**src/rtl/pointwise_conv_weight_fusion_macros.svh**
```systemverilog
// Assertion helpers used by the fusion top level.
`ifndef POINTWISE_CONV_WEIGHT_FUSION_MACROS_SVH
`define POINTWISE_CONV_WEIGHT_FUSION_MACROS_SVH

// Check a property on every rising clock edge outside reset.
`define PCWF_ASSERT(lbl, clk, rst, prop, msg) \
   lbl: assert property (@(posedge clk) disable iff (rst) (prop)) else $error(msg);

// Check a property on every rising clock edge, reset included.
`define PCWF_ASSERT_ALWAYS(lbl, clk, prop, msg) \
   lbl: assert property (@(posedge clk) (prop)) else $error(msg);

`endif

```
**src/rtl/pcwf_pkg.sv**
```systemverilog
`default_nettype none

package pcwf_pkg;

   localparam int ACC_W     = 40;
   localparam int VAL_W     = 16;
   localparam int PROD_W    = 32;
   localparam int FRAC_BITS = 8;

   localparam logic [1:0] KIND_WEIGHT = 2'd0;
   localparam logic [1:0] KIND_BIAS   = 2'd1;
   localparam logic [1:0] KIND_COLUMN = 2'd2;

   localparam logic signed [ACC_W:0] ROUND_HALF =
      (FRAC_BITS > 0) ? ((ACC_W+1)'(1) << (FRAC_BITS - 1)) : '0;

   localparam logic signed [ACC_W-1:0] ACC_MAX = {1'b0, {(ACC_W-1){1'b1}}};
   localparam logic signed [ACC_W-1:0] ACC_MIN = {1'b1, {(ACC_W-1){1'b0}}};

   typedef enum logic [2:0] {
      ST_IDLE,
      ST_MAC,
      ST_EM_READ,
      ST_EM_ADD,
      ST_EM_OUT
   } state_type;

   // Saturating add in the accumulator range.
   function automatic logic signed [ACC_W-1:0] sat_add(
      input logic signed [ACC_W-1:0] a,
      input logic signed [ACC_W-1:0] b
   );
      logic signed [ACC_W:0] s;
      s = {a[ACC_W-1], a} + {b[ACC_W-1], b};
      if (s[ACC_W] != s[ACC_W-1]) begin
         return s[ACC_W] ? ACC_MIN : ACC_MAX;
      end
      return s[ACC_W-1:0];
   endfunction

   // Round to nearest (ties up), drop the fraction, clamp to 16 bits.
   function automatic logic signed [VAL_W-1:0] round_sat(
      input logic signed [ACC_W-1:0] a
   );
      logic signed [ACC_W:0] s;
      logic signed [ACC_W:0] q;
      s = {a[ACC_W-1], a} + ROUND_HALF;
      q = s >>> FRAC_BITS;
      if (q > (ACC_W+1)'(32767)) begin
         return 16'sh7fff;
      end else if (q < -(ACC_W+1)'(32768)) begin
         return 16'sh8000;
      end
      return q[VAL_W-1:0];
   endfunction

endpackage

`default_nettype wire

```
**src/rtl/pcwf_cell.sv**
```systemverilog
`default_nettype none

// One accumulator of the ring; takes its neighbor's word on each shift.
module pcwf_cell (
   input  wire logic                                  clock,
   input  wire logic                                  reset,
   input  wire logic                                  shift,
   input  wire logic signed [pcwf_pkg::ACC_W-1:0]     nbr_acc,
   output logic signed [pcwf_pkg::ACC_W-1:0]          acc_out
);

   logic signed [pcwf_pkg::ACC_W-1:0] acc_ff;
   logic signed [pcwf_pkg::ACC_W-1:0] acc_in;

   always_comb begin
      acc_in = shift ? nbr_acc : acc_ff;
   end

   always_ff @(posedge clock) begin
      if (reset) begin
         acc_ff <= '0;
      end else begin
         acc_ff <= acc_in;
      end
   end

   assign acc_out = acc_ff;

endmodule

`default_nettype wire

```
**config.mk**
```make
export PLATFORM = sky130hd
export DESIGN_NAME = pcwf_cell
export DESIGN_NICKNAME = d
export VERILOG_FILES = /design/src/rtl/pointwise_conv_weight_fusion_macros.svh /design/src/rtl/pcwf_pkg.sv /design/src/rtl/pcwf_cell.sv
export SDC_FILE = /design/constraint.sdc
export NUM_CORES = 1
export LEC_CHECK = 0
export BUFFER_PORTS_ARGS = -buffer_cell sky130_fd_sc_hd__buf_2
export CAP_MARGIN = 25
export CORE_ASPECT_RATIO = 0.5
export CORE_MARGIN = 1.5
export CORE_UTILIZATION = 33
export DETAILED_ROUTE_END_ITERATION = 8
export PLACE_DENSITY_LB_ADDON = 0.12
export SLEW_MARGIN = 5
export SYNTH_ARGS = -nofsm -noshare
export SYNTH_HDL_FRONTEND = slang
export SYNTH_SLANG_ARGS = --single-unit
```
**constraint.sdc**
```tcl
create_clock -name clock -period 1.69 [get_ports clock]
set_clock_uncertainty 0.05 [all_clocks]
set_input_delay 0.2535 -clock clock [delete_from_list [all_inputs] [get_ports clock]]
set_output_delay 0.2535 -clock clock [all_outputs]
set_load 0.03 [all_outputs]
```
==> flow_summary.ini <==
[status]
status = completed

[place]
io_buffer_count = 82
place_area_sq_mm = 0.001849
gp_congestion = 0.6292
dp_hpwl_um = 1882

[clocking]
ctsResizeCount = 0
cts_tree = built
path_clk_slew_ns = 0.08
postCtsSetupBuffers = 0
clock-root-buffer = clkbuf_8
clock_path_buffers = 2
cts-htree-levels = 2
ctsHoldBuffers = 0
clk_latency_ns = 0.28
cts_buffers = 5
clock-sinks = 40

[grt]
grt_pass1_wl_um = 4926
met1_usage = 0.1375
antenna_found_initial = 0
grt_pass1_vias = 1168
grt_overflow = 0
grt_max_degree = 41
grt_usage = 0.1275
use_met2 = 0.2238
met3_usage = 0.05532
grt_busiest_layer = met2

[worst_setup_path]
path_buf_inv = 1
start_kind = flip-flop
critPathTopFamily = flip-flops
slowest_stage = dfxtp_1
reg2reg_slack_ns = 1.01
path_cells = buf_2
crit_required_ns = 1.39
crit_path_max_incr_delay_ns = 0.35
critPathArrivalTime_ns = 0.83
path_class = reg -> out
reg2reg_from = acc_out[31]$_SDFFE_PP0P_
rr_endpoint = acc_out[31]$_SDFFE_PP0P_
end_kind = primary output
crit_path_max_fanout = 2
worst_r2r_path_depth = 2

[power]
ir_worst_vdd_mv = 0.5122
p_per_area_mw_per_mm2 = 1083
fin_total_pwr_mw = 2.123
p_leak_nw = 1.070

[timing]
fin_tns_setup_ns = 0
setup_violations = 0
whs_ns = 0.1486
final.min_clock_period_ns = 1.138
hold_viol_final = 0
worstMarginPinSlew_ns = 0.6929
slew_violations = 0
rsz0062_at_grt = false
fmax_ghz = 0.8786
period_share = 0.6735
relSlewSlack = 0.5381

[route]
first_iter_violations = 17
avgRoutedWirePerCell_um = 10.50
detail_route.first_pass.iterations = 3
drt-total-wl_um = 2782
vias = 1120
vias_per_cell = 4.226
drc = 0
antenna_left = 0

[floorplanning]
fp.dieW_um = 96.99
die_h_um = 50.00
die-area_sq_mm = 0.004849
io_pins = 83
placementRows = 16
start_util = 0.3587
core_sq_mm = 0.004064

[synth]
yosysWarnings = 0
ys_seq_area_frac = 0.5494
syn-num-nets = 172
syn_inst = 129
synth_cell_types = 6
synth.avg_cell_area_sq_um = 11.30
ys_ff_latch = 40
synth_area_sq_mm = 0.001458

[min_path]
hp-start = nbr_acc[19]
holdPathEnd = acc_out[19]$_SDFFE_PP0P_
min_path_cells = 3
hp-class = in -> reg

[finish]
layout-drive-gt1-share = 0.4313
final_cell_mix = buf_2 (82), mux2i_1 (40), nor2_1 (40), dfxtp_1 (40), clkbuf_8 (5)
largest_register_ffs = 40
diodes = 0
fin_area_sq_mm = 0.001961
synthToLayoutAreaGrowth_pct = 34.51
final_common_cell = buf_2
n_fill_cell = 418
fin_nets = 253

[flow_run]
cap_viol_max_count = 0
==> worst reg2reg max path: cells and delay by family, from the launching register on <==
kind             cells  cell delay [ns]
and+or+nand+nor      1             0.05
DFF                  1             0.32
muxes                1             0.13
==> layout make-up <==
cell class	count	area, sq um	share of cell area
multi-input cells	80	550.5	0.2808
repair buffers	83	430.4	0.2195
well taps	54	67.56	0.03446
flip-flops and latches	40	800.8	0.4084
clock inverters	3	42.54	0.02170
clock buffers	5	68.82	0.03510
==> power by group <==
| part | internal (mW) | total (mW) | switching (mW) |
|---|---|---|---|
| logic | 0.131 | 0.339 | 0.209 |
| clock network | 0.437 | 0.760 | 0.324 |
| registers | 0.999 | 1.02 | 0.0250 |
==> kinds of logic after synthesis <==
kind of cell / share of synthesized area
simple gates: 0.1030
mux: 0.2747
flops: 0.5494
buf+inv: 0.07296
==> metal layers <==
metal	wire length (um)	up-vias
met3	262	4
met1	1242	484
met2	1244	45
li1	-	587
met4	32	0
met5	0	-
==> through the flow <==
stage	utilization	std cells	setup WS, ns
global route	0.4825	265	0.4966
floorplan	-	129	0.7936
finish	0.4825	265	0.5518
global placement	0.4550	257	0.5451
CTS	0.4825	265	0.5309
detailed placement	0.4550	257	0.5360
==> Yosys cell counts, drive strengths merged <==
master	instances	area share
clkbuf	4	0.010
buf	5	0.063
mux2i	40	0.27
dfxtp	40	0.55
nor2	40	0.10
==> how the worst max path moves through the flow <==
| stage | to | slack [ns] | from | cells after the start |
|---|---|---|---|---|
| global placement | acc_out[20]$_SDFFE_PP0P_ | 0.55 | reset | 2 |
| global route | acc_out[3] | 0.50 | acc_out[3]$_SDFFE_PP0P_ | 1 |
| detailed placement | acc_out[0]$_SDFFE_PP0P_ | 0.54 | reset | 2 |
| floorplan | acc_out[0]$_SDFFE_PP0P_ | 0.79 | shift | 4 |
| finish | acc_out[31] | 0.55 | acc_out[31]$_SDFFE_PP0P_ | 1 |
| CTS | acc_out[31] | 0.53 | acc_out[31]$_SDFFE_PP0P_ | 1 |
No activity file was read; power rests on OpenSTA's default activity.
